<file path="src/rtl/core/asrs_pkg.sv">
// Shared constants, request types and register codes for the anchor successor range selector.
`timescale 1ns / 1ps
`default_nettype none
package asrs_pkg;

  localparam int WIN_DEPTH  = 64;
  localparam int WIN_AW     = $clog2(WIN_DEPTH);
  localparam int CNT_W      = $clog2(WIN_DEPTH + 1);

  localparam int X_W        = 32;
  localparam int TAG_W      = 32;
  localparam int ENT_W      = TAG_W + X_W;
  localparam int DIST_W     = 31;
  localparam int ITER_W     = 6;
  localparam int RANGE_W    = 6;
  localparam int LIM_W      = (ITER_W > CNT_W) ? ITER_W : CNT_W;

  localparam int CFG_IDX_W  = 1;
  localparam int CFG_DATA_W = 31;

  localparam int IQ_DEPTH   = 2;
  localparam int IQ_AW      = $clog2(IQ_DEPTH);
  localparam int RQ_DEPTH   = 4;
  localparam int RQ_AW      = $clog2(RQ_DEPTH);

  localparam logic [CFG_IDX_W-1:0] REG_GAP_LIMIT  = 1'b0;
  localparam logic [CFG_IDX_W-1:0] REG_LOOK_LIMIT = 1'b1;

  localparam logic [DIST_W-1:0] GAP_LIMIT_RST  = 31'd5000;
  localparam logic [ITER_W-1:0] LOOK_LIMIT_RST = 6'd63;

  typedef struct packed {
    logic [X_W-1:0]   anchor_x;
    logic [TAG_W-1:0] strand_ref_tag;
    logic             last_of_read;
  } item_t;

  typedef struct packed {
    logic [RANGE_W-1:0] successor_range;
    logic               cut_after;
    logic               run_last;
  } res_t;

  typedef struct packed {
    logic [DIST_W-1:0] gap_limit;
    logic [ITER_W-1:0] look_limit;
  } cfg_t;

endpackage
`default_nettype wire

</file>
<file path="src/rtl/core/asrs_front.sv">
// Front end: configuration registers and the input request queue.
`timescale 1ns / 1ps
`default_nettype none
module asrs_front (
  input  wire                                  clk,
  input  wire                                  rst_n,
  input  wire                                  in_push,
  output logic                                 in_full,
  input  wire  asrs_pkg::item_t                in_item,
  input  wire                                  cfg_we,
  input  wire  [asrs_pkg::CFG_IDX_W-1:0]       cfg_idx,
  input  wire  [asrs_pkg::CFG_DATA_W-1:0]      cfg_wdata,
  output asrs_pkg::cfg_t                       cfg,
  input  wire                                  iq_pop,
  output logic                                 iq_empty,
  output asrs_pkg::item_t                      iq_item
);

  asrs_pkg::item_t                q_mem_r [asrs_pkg::IQ_DEPTH];
  logic [asrs_pkg::IQ_AW-1:0]     wr_ptr_r, wr_ptr_nxt;
  logic [asrs_pkg::IQ_AW-1:0]     rd_ptr_r, rd_ptr_nxt;
  logic [asrs_pkg::IQ_AW:0]       count_r, count_nxt;
  asrs_pkg::cfg_t                 cfg_r, cfg_nxt;
  logic                           do_push, do_pop;

  assign in_full  = (count_r == (asrs_pkg::IQ_AW + 1)'(asrs_pkg::IQ_DEPTH));
  assign iq_empty = (count_r == '0);
  assign iq_item  = q_mem_r[rd_ptr_r];
  assign cfg      = cfg_r;
  assign do_push  = in_push && !in_full;
  assign do_pop   = iq_pop && !iq_empty;

  always_comb begin
    wr_ptr_nxt = do_push ? wr_ptr_r + asrs_pkg::IQ_AW'(1) : wr_ptr_r;
    rd_ptr_nxt = do_pop  ? rd_ptr_r + asrs_pkg::IQ_AW'(1) : rd_ptr_r;
    count_nxt  = count_r;
    if (do_push && !do_pop) begin
      count_nxt = count_r + (asrs_pkg::IQ_AW + 1)'(1);
    end else if (do_pop && !do_push) begin
      count_nxt = count_r - (asrs_pkg::IQ_AW + 1)'(1);
    end
  end

  always_comb begin
    cfg_nxt = cfg_r;
    if (cfg_we && cfg_idx == asrs_pkg::REG_GAP_LIMIT) begin
      cfg_nxt.gap_limit = cfg_wdata[asrs_pkg::DIST_W-1:0];
    end
    if (cfg_we && cfg_idx == asrs_pkg::REG_LOOK_LIMIT) begin
      cfg_nxt.look_limit = cfg_wdata[asrs_pkg::ITER_W-1:0];
    end
  end

  always_ff @(posedge clk) begin
    if (!rst_n) begin
      wr_ptr_r <= '0;
      rd_ptr_r <= '0;
      count_r  <= '0;
      cfg_r.gap_limit  <= asrs_pkg::GAP_LIMIT_RST;
      cfg_r.look_limit <= asrs_pkg::LOOK_LIMIT_RST;
    end else begin
      wr_ptr_r <= wr_ptr_nxt;
      rd_ptr_r <= rd_ptr_nxt;
      count_r  <= count_nxt;
      cfg_r    <= cfg_nxt;
    end
  end

  always_ff @(posedge clk) begin
    if (do_push) begin
      q_mem_r[wr_ptr_r] <= in_item;
    end
  end

endmodule
`default_nettype wire

</file>
<file path="src/rtl/core/asrs_back.sv">
// Back end: anchor window, successor test and resolution sequencer.
`timescale 1ns / 1ps
`default_nettype none
module asrs_back (
  input  wire                     clk,
  input  wire                     rst_n,
  input  wire asrs_pkg::cfg_t     cfg,
  input  wire                     iq_empty,
  input  wire asrs_pkg::item_t    iq_item,
  output logic                    iq_pop,
  output logic                    res_push,
  output asrs_pkg::res_t          res_out,
  input  wire                     res_full
);

  typedef enum logic [2:0] {
    ST_IDLE = 3'b001,
    ST_TEST = 3'b010,
    ST_CAP  = 3'b100
  } st_t;

  st_t                                st_r, st_nxt;
  logic [asrs_pkg::WIN_AW-1:0]        head_r, head_nxt;
  logic [asrs_pkg::CNT_W-1:0]         pend_r, pend_nxt;
  logic                               hold_vld_r, hold_vld_nxt;
  logic [asrs_pkg::RANGE_W-1:0]       hold_range_r, hold_range_nxt;
  asrs_pkg::item_t                    item_r;
  logic [asrs_pkg::ENT_W-1:0]         win_mem [asrs_pkg::WIN_DEPTH];
  logic [asrs_pkg::ENT_W-1:0]         head_ent_r;

  logic [asrs_pkg::LIM_W-1:0]         lim;
  logic [asrs_pkg::LIM_W-1:0]         pend_w, pend_m1_w, range_w;
  logic [asrs_pkg::RANGE_W-1:0]       range_now;
  logic signed [asrs_pkg::X_W:0]      x_ext, reach_ext;
  logic [asrs_pkg::TAG_W-1:0]         ent_tag;
  logic [asrs_pkg::X_W-1:0]           ent_x;
  logic                               fail, can_emit, take, resolve, append, finish;
  logic [asrs_pkg::WIN_AW-1:0]        waddr;
  logic [asrs_pkg::ENT_W-1:0]         wdata;

  always_comb begin
    if (asrs_pkg::LIM_W'(cfg.look_limit) > asrs_pkg::LIM_W'(asrs_pkg::WIN_DEPTH - 1)) begin
      lim = asrs_pkg::LIM_W'(asrs_pkg::WIN_DEPTH - 1);
    end else begin
      lim = asrs_pkg::LIM_W'(cfg.look_limit);
    end
  end

  assign pend_w    = asrs_pkg::LIM_W'(pend_r);
  assign pend_m1_w = asrs_pkg::LIM_W'(pend_r - asrs_pkg::CNT_W'(1));
  assign range_w   = (pend_m1_w < lim) ? pend_m1_w : lim;
  assign range_now = range_w[asrs_pkg::RANGE_W-1:0];

  assign ent_tag   = head_ent_r[asrs_pkg::ENT_W-1:asrs_pkg::X_W];
  assign ent_x     = head_ent_r[asrs_pkg::X_W-1:0];
  assign x_ext     = $signed({item_r.anchor_x[asrs_pkg::X_W-1], item_r.anchor_x});
  assign reach_ext = $signed({ent_x[asrs_pkg::X_W-1], ent_x})
                   + $signed({2'b00, cfg.gap_limit});
  assign fail      = (ent_tag != item_r.strand_ref_tag) || (x_ext > reach_ext);

  assign can_emit  = !hold_vld_r || !res_full;
  assign waddr     = head_r + pend_r[asrs_pkg::WIN_AW-1:0];
  assign wdata     = {item_r.strand_ref_tag, item_r.anchor_x};
  assign iq_pop    = take;

  always_comb begin
    st_nxt         = st_r;
    head_nxt       = head_r;
    pend_nxt       = pend_r;
    hold_vld_nxt   = hold_vld_r;
    hold_range_nxt = hold_range_r;
    take           = 1'b0;
    resolve        = 1'b0;
    append         = 1'b0;
    finish         = 1'b0;
    res_push       = 1'b0;
    res_out        = '0;

    unique case (st_r)
      ST_IDLE: begin
        take = !iq_empty;
      end
      ST_TEST: begin
        if (pend_r != '0 && fail) begin
          resolve = can_emit;
        end else begin
          append = 1'b1;
        end
      end
      ST_CAP: begin
        if (pend_w > lim || (item_r.last_of_read && pend_r != '0)) begin
          resolve = can_emit;
        end else if (can_emit) begin
          finish = 1'b1;
          take   = !iq_empty;
        end
      end
      default: begin
        st_nxt = ST_IDLE;
      end
    endcase

    if (append) begin
      pend_nxt = pend_r + asrs_pkg::CNT_W'(1);
      st_nxt   = ST_CAP;
    end

    // retire the oldest anchor; the previous result leaves the hold stage
    if (resolve) begin
      pend_nxt       = pend_r - asrs_pkg::CNT_W'(1);
      head_nxt       = head_r + asrs_pkg::WIN_AW'(1);
      res_push       = hold_vld_r;
      res_out        = '{successor_range: hold_range_r,
                         cut_after:       (hold_range_r == '0),
                         run_last:        1'b0};
      hold_vld_nxt   = 1'b1;
      hold_range_nxt = range_now;
    end

    // close the request: the held result is its final one
    if (finish) begin
      res_push     = hold_vld_r;
      res_out      = '{successor_range: hold_range_r,
                       cut_after:       (hold_range_r == '0),
                       run_last:        1'b1};
      hold_vld_nxt = 1'b0;
      st_nxt       = ST_IDLE;
    end

    if (take) begin
      st_nxt = ST_TEST;
    end
  end

  always_ff @(posedge clk) begin
    if (!rst_n) begin
      st_r       <= ST_IDLE;
      head_r     <= '0;
      pend_r     <= '0;
      hold_vld_r <= 1'b0;
    end else begin
      st_r       <= st_nxt;
      head_r     <= head_nxt;
      pend_r     <= pend_nxt;
      hold_vld_r <= hold_vld_nxt;
    end
  end

  always_ff @(posedge clk) begin
    hold_range_r <= hold_range_nxt;
    if (take) begin
      item_r <= iq_item;
    end
  end

  // keep the oldest entry registered; bypass a write into the head slot
  always_ff @(posedge clk) begin
    if (append) begin
      win_mem[waddr] <= wdata;
    end
    if (append && waddr == head_nxt) begin
      head_ent_r <= wdata;
    end else begin
      head_ent_r <= win_mem[head_nxt];
    end
  end

  a_push_room: assert property (@(posedge clk) disable iff (!rst_n)
    res_push |-> !res_full)
    else $error("result pushed into a full queue");

  a_resolve_count: assert property (@(posedge clk) disable iff (!rst_n)
    resolve |=> pend_r == $past(pend_r) - asrs_pkg::CNT_W'(1))
    else $error("pending count did not drop on resolve");

  a_resolve_head: assert property (@(posedge clk) disable iff (!rst_n)
    resolve |=> head_r == $past(head_r) + asrs_pkg::WIN_AW'(1))
    else $error("head pointer did not advance on resolve");

  a_read_flush: assert property (@(posedge clk) disable iff (!rst_n)
    (finish && item_r.last_of_read) |=> pend_r == '0)
    else $error("window not empty after read end");

endmodule
`default_nettype wire

</file>
<file path="src/rtl/core/asrs_resq.sv">
// Result queue between the back end and the output ports.
`timescale 1ns / 1ps
`default_nettype none
module asrs_resq (
  input  wire                 clk,
  input  wire                 rst_n,
  input  wire                 res_push,
  input  wire asrs_pkg::res_t res_in,
  output logic                res_full,
  input  wire                 pop,
  output logic                empty,
  output asrs_pkg::res_t      res_head
);

  asrs_pkg::res_t                 q_mem_r [asrs_pkg::RQ_DEPTH];
  logic [asrs_pkg::RQ_AW-1:0]     wr_ptr_r, wr_ptr_nxt;
  logic [asrs_pkg::RQ_AW-1:0]     rd_ptr_r, rd_ptr_nxt;
  logic [asrs_pkg::RQ_AW:0]       count_r, count_nxt;
  logic                           do_push, do_pop;

  assign res_full = (count_r == (asrs_pkg::RQ_AW + 1)'(asrs_pkg::RQ_DEPTH));
  assign empty    = (count_r == '0);
  assign res_head = q_mem_r[rd_ptr_r];
  assign do_push  = res_push && !res_full;
  assign do_pop   = pop && !empty;

  always_comb begin
    wr_ptr_nxt = do_push ? wr_ptr_r + asrs_pkg::RQ_AW'(1) : wr_ptr_r;
    rd_ptr_nxt = do_pop  ? rd_ptr_r + asrs_pkg::RQ_AW'(1) : rd_ptr_r;
    count_nxt  = count_r;
    if (do_push && !do_pop) begin
      count_nxt = count_r + (asrs_pkg::RQ_AW + 1)'(1);
    end else if (do_pop && !do_push) begin
      count_nxt = count_r - (asrs_pkg::RQ_AW + 1)'(1);
    end
  end

  always_ff @(posedge clk) begin
    if (!rst_n) begin
      wr_ptr_r <= '0;
      rd_ptr_r <= '0;
      count_r  <= '0;
    end else begin
      wr_ptr_r <= wr_ptr_nxt;
      rd_ptr_r <= rd_ptr_nxt;
      count_r  <= count_nxt;
    end
  end

  always_ff @(posedge clk) begin
    if (do_push) begin
      q_mem_r[wr_ptr_r] <= res_in;
    end
  end

endmodule
`default_nettype wire

</file>
<file path="src/rtl/core/anchor_successor_range_select.sv">
// Top level of the anchor successor range selector.
//
//   channel   direction  handshake            payload
//   in_       request in push / full          anchor_x, strand_ref_tag, last_of_read
//   out_      result out empty / pop          successor_range, cut_after, run_last
//   cfg_      write in   cfg_we               cfg_idx, cfg_wdata
//
// An anchor visits ST_TEST and ST_CAP, plus one resolve step per anchor it retires;
// the window memory is walked one head entry per cycle unless resolution stalls.
// Synchronous reset empties both queues and the window count; window contents stay.
// A full result queue stalls resolution; a 2-entry input queue takes requests meanwhile.
`timescale 1ns / 1ps
`default_nettype none
module anchor_successor_range_select (
  input  wire                                 clk,
  input  wire                                 rst_n,
  input  wire                                 in_push,
  output logic                                in_full,
  input  wire signed [asrs_pkg::X_W-1:0]      in_anchor_x,
  input  wire        [asrs_pkg::TAG_W-1:0]    in_strand_ref_tag,
  input  wire                                 in_last_of_read,
  output logic                                out_empty,
  input  wire                                 out_pop,
  output logic       [asrs_pkg::RANGE_W-1:0]  out_successor_range,
  output logic                                out_cut_after,
  output logic                                out_run_last,
  input  wire                                 cfg_we,
  input  wire        [asrs_pkg::CFG_IDX_W-1:0]  cfg_idx,
  input  wire        [asrs_pkg::CFG_DATA_W-1:0] cfg_wdata
);

  asrs_pkg::item_t  in_item;
  asrs_pkg::item_t  iq_item;
  asrs_pkg::cfg_t   cfg;
  asrs_pkg::res_t   res_in;
  asrs_pkg::res_t   res_head;
  logic             iq_empty;
  logic             iq_pop;
  logic             res_push;
  logic             res_full;

  assign in_item = '{anchor_x:       in_anchor_x,
                     strand_ref_tag: in_strand_ref_tag,
                     last_of_read:   in_last_of_read};

  assign out_successor_range = res_head.successor_range;
  assign out_cut_after       = res_head.cut_after;
  assign out_run_last        = res_head.run_last;

  asrs_front u_front (
    .clk       (clk),
    .rst_n     (rst_n),
    .in_push   (in_push),
    .in_full   (in_full),
    .in_item   (in_item),
    .cfg_we    (cfg_we),
    .cfg_idx   (cfg_idx),
    .cfg_wdata (cfg_wdata),
    .cfg       (cfg),
    .iq_pop    (iq_pop),
    .iq_empty  (iq_empty),
    .iq_item   (iq_item)
  );

  asrs_back u_back (
    .clk       (clk),
    .rst_n     (rst_n),
    .cfg       (cfg),
    .iq_empty  (iq_empty),
    .iq_item   (iq_item),
    .iq_pop    (iq_pop),
    .res_push  (res_push),
    .res_out   (res_in),
    .res_full  (res_full)
  );

  asrs_resq u_resq (
    .clk       (clk),
    .rst_n     (rst_n),
    .res_push  (res_push),
    .res_in    (res_in),
    .res_full  (res_full),
    .pop       (out_pop),
    .empty     (out_empty),
    .res_head  (res_head)
  );

endmodule
`default_nettype wire

</file>
<file path="config.mk">
export PLATFORM = sky130hd
export DESIGN_NAME = anchor_successor_range_select
export DESIGN_NICKNAME = d
export VERILOG_FILES = /design/src/rtl/core/asrs_pkg.sv /design/src/rtl/core/asrs_front.sv /design/src/rtl/core/asrs_back.sv /design/src/rtl/core/asrs_resq.sv /design/src/rtl/core/anchor_successor_range_select.sv
export SDC_FILE = /design/constraint.sdc
export NUM_CORES = 2
export LEC_CHECK = 0
export BUFFER_PORTS_ARGS = -buffer_cell sky130_fd_sc_hd__buf_2
export CAP_MARGIN = 20
export CORE_ASPECT_RATIO = 1.1
export CORE_MARGIN = 4
export CORE_UTILIZATION = 35
export DETAILED_ROUTE_END_ITERATION = 10
export PLACE_DENSITY = 0.55
export SLEW_MARGIN = 25
export SYNTH_ARGS = -nofsm -noshare
export SYNTH_HDL_FRONTEND = slang
export SYNTH_MEMORY_MAX_BITS = 65536
export SYNTH_SLANG_ARGS = --single-unit
export TNS_END_PERCENT = 1
</file>
<file path="constraint.sdc">
create_clock -name clk -period 21.6 [get_ports clk]
set_input_delay 3.24 -clock clk [delete_from_list [all_inputs] [get_ports clk]]
set_output_delay 3.24 -clock clk [all_outputs]
set_load 0.05 [all_outputs]
</file>
After elaboration in Yosys (flattened, before gate mapping)
Memory sizes are Yosys's and may differ from the RTL's. A register that Yosys moved wholly into a read port is not among the register bits.
Cells that the tools add are included.
{"block": "totals", "reg_bits": 71, "wordCells": 112, "output_inout_bits": 10, "in_bits": 102, "memories": 3, "mem_bits_rw": 4258}
{"name": "u_back.win_mem", "words": 64, "width": 64, "rd": 1, "rd_clocked_by_memory_dff": 1, "write_ports": 1, "line_no": "asrs_back.sv:28", "text": "logic [asrs_pkg::ENT_W-1:0] win_mem [asrs_pkg::WIN_DEPTH];"}
{"name": "u_front.q_mem_r", "words": 2, "width": 65, "rd": 1, "rd_clocked_by_memory_dff": 1, "write_ports": 1, "line_no": "asrs_front.sv:19", "text": "asrs_pkg::item_t q_mem_r [asrs_pkg::IQ_DEPTH];"}
{"name": "u_resq.q_mem_r", "words": 4, "width": 8, "rd": 1, "rd_clocked_by_memory_dff": 1, "write_ports": 1, "line_no": "asrs_resq.sv:15", "text": "asrs_pkg::res_t q_mem_r [asrs_pkg::RQ_DEPTH];"}
{"block": "op_classes", "n_addsub": 13, "muxes": 35, "eq_ne": 8, "n_lt_le_gt_ge": 3, "reduce_logical": 34, "bitwise": 2}
{"cell": "$add 32x32->33", "n": 1}
{"cell": "$gt 32x33->1", "n": 1}
{"cell": "$ne 32x32->1", "n": 1}
{"cell": "$mux 1", "n": 17}
{"cell": "$mux 8", "n": 2}
{"cell": "$mux 7", "n": 2}
{"cell": "$logic_and 1x1->1", "n": 12}
{"cell": "$mux 2", "n": 6}
{"cell": "$mux 3", "n": 4}
{"cell": "$mux 6", "n": 2}
{"cell": "$logic_not 1->1", "n": 9}
{"cell": "$add 7x1->7 const B", "n": 1}
{"cell": "$gt 7x6->1", "n": 1}
{"cell": "$lt 7x6->1", "n": 1}
{"cell": "$reduce_bool 7->1", "n": 1}
{"cell": "$sub 7x1->7 const B", "n": 1}
{"cell": "$add 2x1->2 const B", "n": 3}
{"cell": "$add 6x1->6 const B", "n": 1}
{"cell": "$add 6x6->6", "n": 1}
{"cell": "$eq 3x3->1 const B", "n": 2}
{"cell": "$logic_not 6->1", "n": 1}
{"cell": "$reduce_bool 2->1", "n": 3}
{"cell": "$reduce_or 3->1", "n": 2}
{"cell": "$ne 4x1->1 const B", "n": 1}
{"cell": "other kinds (14)", "n": 19}

Depth between registers and ports, before layout
{"block": "depth", "word_depth": 13, "depth_mapped": 43, "depth_no_buf": 35}

Modules after synthesis
A second synthesis with hierarchy kept.
{"block": "hier_totals", "hier_cells": 7588, "area_unflattened_um2": 170474.7}
{"module": "asrs_back", "cells_each": 7107, "seq_area_each_um2": 125590.5, "area_per_inst_um2": 162627.2, "instances": 1}
{"module": "asrs_front", "cells_each": 391, "seq_area_each_um2": 4744.6, "area_per_inst_um2": 6208.5, "instances": 1}
{"module": "asrs_resq", "cells_each": 90, "seq_area_each_um2": 1141.1, "area_per_inst_um2": 1639.1, "instances": 1}

Least setup slack after synthesis
OpenSTA, ideal clock, no wires.
{"block": "synth_timing", "path_kind": "reg2reg", "startpoint": "reg (tool-made name)", "endpoint": "mem u_back.win_mem[12][0] (netlist bit), enable pin", "stages_incl_launch_ff": 38, "setup_time_ns": 0.487, "required_time_ns": 21.113, "setup_slack_ns": 9.620, "t_arrival_ns": 11.493, "path_cell_list": "dfxtp_1 buf_6 buf_6 buf_4 buf_4 buf_2 clkbuf_1 buf_2 buf_1 mux4_2 mux4_2 mux4_2 ha_1 a21o_1 a21o_1 a2111oi_0 o21bai_1 a41o_1 [... 2 more ...] nor2_1 a41oi_1 nand2b_1 a21oi_1 xor2_1 ha_1 nand4_1 nor4_1 a2111oi_0 o21ai_0 a311oi_1 o21ai_1 a2111oi_4 a21oi_2 nor2_1 buf_4 nand3b_1 nor2_1"}
{"item": "to (decl)", "line_no": "asrs_back.sv:28"}

==> impl_metrics.json <==
{
  "status": "finished clean",
  "grt_pass1_vias": 84630,
  "path_common_cell": "buf_4",
  "tightestPinTransition_ns": 1.127,
  "period_needed_ns": 14.05,
  "synth-simple-area-share_pct": 1.883,
  "drc": 0,
  "num_vias": 85240,
  "synth.ff_latch_count": 4402,
  "synth_warnings": 0,
  "syn_nets": 7818,
  "grt_overflow": 0,
  "end_kind": "register",
  "cpLargestDelayFamily": "compound AO/OA/AOI/OAI gates",
  "htreeDepth": 5,
  "die_area_sq_mm": 0.4977,
  "cp_data_arrival_time_ns": 14.65,
  "seq_area_frac_synth_pct": 77.21,
  "min_to": "u_back.hold_vld_r",
  "ir_drop_mv": 0.1022,
  "cap_violations": 0,
  "grt-busiest-layer": "met2",
  "p_seq_share_pct": 52.0,
  "regArea_sq_mm": 0.1315,
  "r2r_slack_ns": 7.55,
  "synth_top_area_share_pct": 76.35,
  "combPwrFrac_pct": 11.2,
  "synth_cells": 7622,
  "routabilityCongestion": 0.8317,
  "fin_cells": 14970,
  "dp.cells": 14140,
  "initial_core_util_pct": 35.14,
  "ios": 112,
  "crit_type": "reg2reg",
  "rsz0062_at_grt": "no",
  "grt_start_max_net_pins": 110,
  "detail_route.wl_per_cell_microns": 34.06,
  "met1_usage_pct": 28.34,
  "synth_top_area_cell": "edfxtp_1",
  "grt_util_met2_pct": 31.96,
  "holdWs_ns": 0.4703,
  "finalHoldViolations": 0,
  "areaGrowthSynthToFinish_pct": 14.46,
  "max_freq_ghz": 0.07120,
  "fin_setup_tns_ns": 0,
  "grt_pass1_wl_microns": 701300,
  "drt_pre_antenna_iters": 6,
  "synthXorXnorAreaFrac_pct": 0.5041,
  "grtUsageMet3_pct": 3.147,
  "final_nets": 8305,
  "clk_latency_ns": 1.00,
  "syn-cell-area_sq_mm": 0.1703,
  "clock_skew_ns": 0.08057,
  "required_ns": 22.20,
  "viasPerCell": 5.694,
  "synthAdderAreaFrac_pct": 0.7040,
  "root_buffer": "clkbuf_16",
  "rows": 268,
  "r2r_cells": 34,
  "ant_nets": 0,
  "drt_iter0_drc": 11510,
  "dpl.hpwl_microns": 290300,
  "antenna_found_initial": 29,
  "finalSetupViolCount": 0,
  "intPower_w": 0.01553,
  "crit_path_max_incr_delay_ns": 0.83,
  "die_x_microns": 673.0,
  "drive_above_1_share_pct": 27.11,
  "wl_microns": 509900,
  "hold_class": "reg2reg",
  "relSlewSlack_pct": 24.85,
  "yosysMostFrequentCell": "edfxtp_1",
  "power_switching_w": 0.005295,
  "synth_cell_types": 79,
  "synth_top_family_by_area": "multiplexers",
  "clkSinkCount": 4402,
  "postCtsSetupBuffers": 0,
  "min-delay-start": "u_back.hold_vld_r",
  "synthMuxAreaShare_pct": 16.36,
  "power.leakage_nw": 58.69,
  "clk_pin_slew_ns": 0.06,
  "cts_buffer_depth": 4,
  "grtUsageTotal_pct": 19.96,
  "synthArstFlopShare_pct": 0,
  "portBuffers": 111,
  "cp-start-kind": "register",
  "path_buf_inv": 6,
  "avgSynthCellArea_sq_um": 22.34,
  "crit_fanout": 67,
  "slew_violations": 0,
  "synth-edff-count": 4329,
  "min_path_cells": 2,
  "cellPowerDensity_mw_per_mm2": 106.9,
  "die_h_microns": 739.5,
  "cts_buffers": 446,
  "fill_cells": 42330,
  "period_share_pct": 65.02,
  "synth_common_cells": "4329 x edfxtp_1, 1060 x mux4_2, 311 x mux2i_1, 188 x clkbuf_1, 156 x nor2_1",
  "multi_input_area_sq_mm": 0.03748,
  "cts_resized": 0,
  "synthFlopType": "edfxtp_1",
  "slowest_stage": "dfxtp_4",
  "cts_tree": "built",
  "cts_hold_buf": 0,
  "synth_compound_area_share_pct": 2.229,
  "coreArea_sq_mm": 0.4845,
  "swShare_pct": 25.42,
  "clkPwrFrac_pct": 36.8,
  "synth_top_cells_by_area": "edfxtp_1 76%, mux4_2 14%, mux2i_1 1.8%",
  "timing.rr.end": "u_back.win_mem[15][54]"
}
==> placed cells by master, fill, tap and decap left out, types with 47 or more instances in the layout <==
| cell type | netlist | routed |
|---|---|---|
| xor2_1 | 51 | 51 |
| clkinv_2 | 0 | 78 |
| ha_1 | 91 | 91 |
| nand3_1 | 70 | 70 |
| mux4_2 | 1060 | 1060 |
| mux2_2 | 77 | 77 |
| nand2_1 | 155 | 155 |
| a21oi_1 | 88 | 88 |
| nor2_1 | 156 | 89 |
| mux2i_1 | 311 | 311 |
| a22oi_1 | 148 | 148 |
| clkinv_1 | 1 | 97 |
| clkbuf_16 | 0 | 453 |
| o21ai_0 | 49 | 49 |
| xnor2_1 | 47 | 47 |
| buf_4 | 25 | 277 |
| nor2_4 | 0 | 67 |
| buf_2 | 96 | 111 |
| edfxtp_1 | 4329 | 4329 |
| dfxtp_1 | 73 | 66 |
| clkbuf_1 | 188 | 98 |
==> worst register-to-register path: cells and delay by family, from the launching register on <==
| family | cells | cell delay (ns) |
|---|---|---|
| XOR/XNOR | 1 | 0.17 |
| buffers and inverters | 6 | 3.51 |
| multiplexers | 3 | 1.64 |
| adder cells (fa/ha/maj) | 2 | 0.51 |
| AND/OR/NAND/NOR | 7 | 2.24 |
| AO/OA/AOI/OAI | 15 | 4.67 |
| flip-flops | 1 | 0.83 |
==> sequential cells by signal, indices dropped and copies added, names as in the netlist, named ones only <==
| signal | flops |
|---|---|
| u_front.rd_ptr_r | 1 |
| u_resq.q_mem_r | 32 |
| u_resq.count_r | 3 |
| u_front.count_r | 2 |
| u_back.hold_range_r | 6 |
| u_back.hold_vld_r | 1 |
| u_front.wr_ptr_r | 1 |
| u_back.item_r | 65 |
| u_resq.wr_ptr_r | 2 |
| u_back.st_r | 3 |
| u_front.cfg | 37 |
| u_back.win_mem | 4096 |
| u_front.q_mem_r | 130 |
| u_back.head_r | 6 |
| u_back.pend_r | 7 |
| u_resq.rd_ptr_r | 2 |
==> per-stage QoR <==
step	total power (W)	util (%)	area, sq um	setup WS (ns)
2_1_floorplan	0.01216	-	170300	9.620
3_3_place_gp	0.01328	37.17	180100	7.240
3_5_place_dp	0.01336	37.24	180400	7.589
4_1_cts	0.02097	40.21	194800	7.498
5_1_grt	0.02149	40.22	194900	6.720
6_report	0.02083	40.22	194900	7.555
==> power by group through the flow <==
| stage | clock network (W) | logic [W] | registers [W] |
|---|---|---|---|
| 6_report | 0.00765 | 0.00234 | 0.0108 |
| 3_5_place_dp | 0 | 0.00235 | 0.0110 |
| 3_3_place_gp | 0 | 0.00227 | 0.0110 |
| 4_1_cts | 0.00779 | 0.00235 | 0.0108 |
| 2_1_floorplan | 0 | 0.000656 | 0.0115 |
| 5_1_grt | 0.00815 | 0.00250 | 0.0108 |
==> layer usage <==
layer	part of all wire (%)	vias up
li1	-	33350
met1	41	46850
met2	48	4301
met3	8.3	742
met4	3.0	2
met5	0.0018	-
==> worst max path at each step <==
stage / start / to / slack [ns] / cells after the start
after floorplan: register / u_back.win_mem[12][0] / 9.62 / 37
after global placement: register / u_back.win_mem[15][54] / 7.24 / 33
final: register / u_back.win_mem[15][54] / 7.55 / 34
after CTS: register / u_back.win_mem[15][54] / 7.50 / 33
after global routing: register / u_back.win_mem[15][54] / 6.72 / 34
after detailed placement: register / u_back.win_mem[15][54] / 7.59 / 33
==> logic make-up after synthesis <==
family          after synthesis
flops                      4402
mux                        1448
simple gates                632
compound gates              533
buf+inv                     415
xor+xnor                     98
fa+ha+maj                    94
==> final cells by class <==
class                   count  share of cell area, %
multi-input cells        2805                  19.23
repair buffers            417                  1.677
diodes                     11                0.01412
clock buffers             566                  6.111
flip-flops and latches   4402                  67.47
clock inverters           253                  1.263
well taps                6480                  4.160
inverters                  37                0.07640
Power figures use the tool's default switching activity.
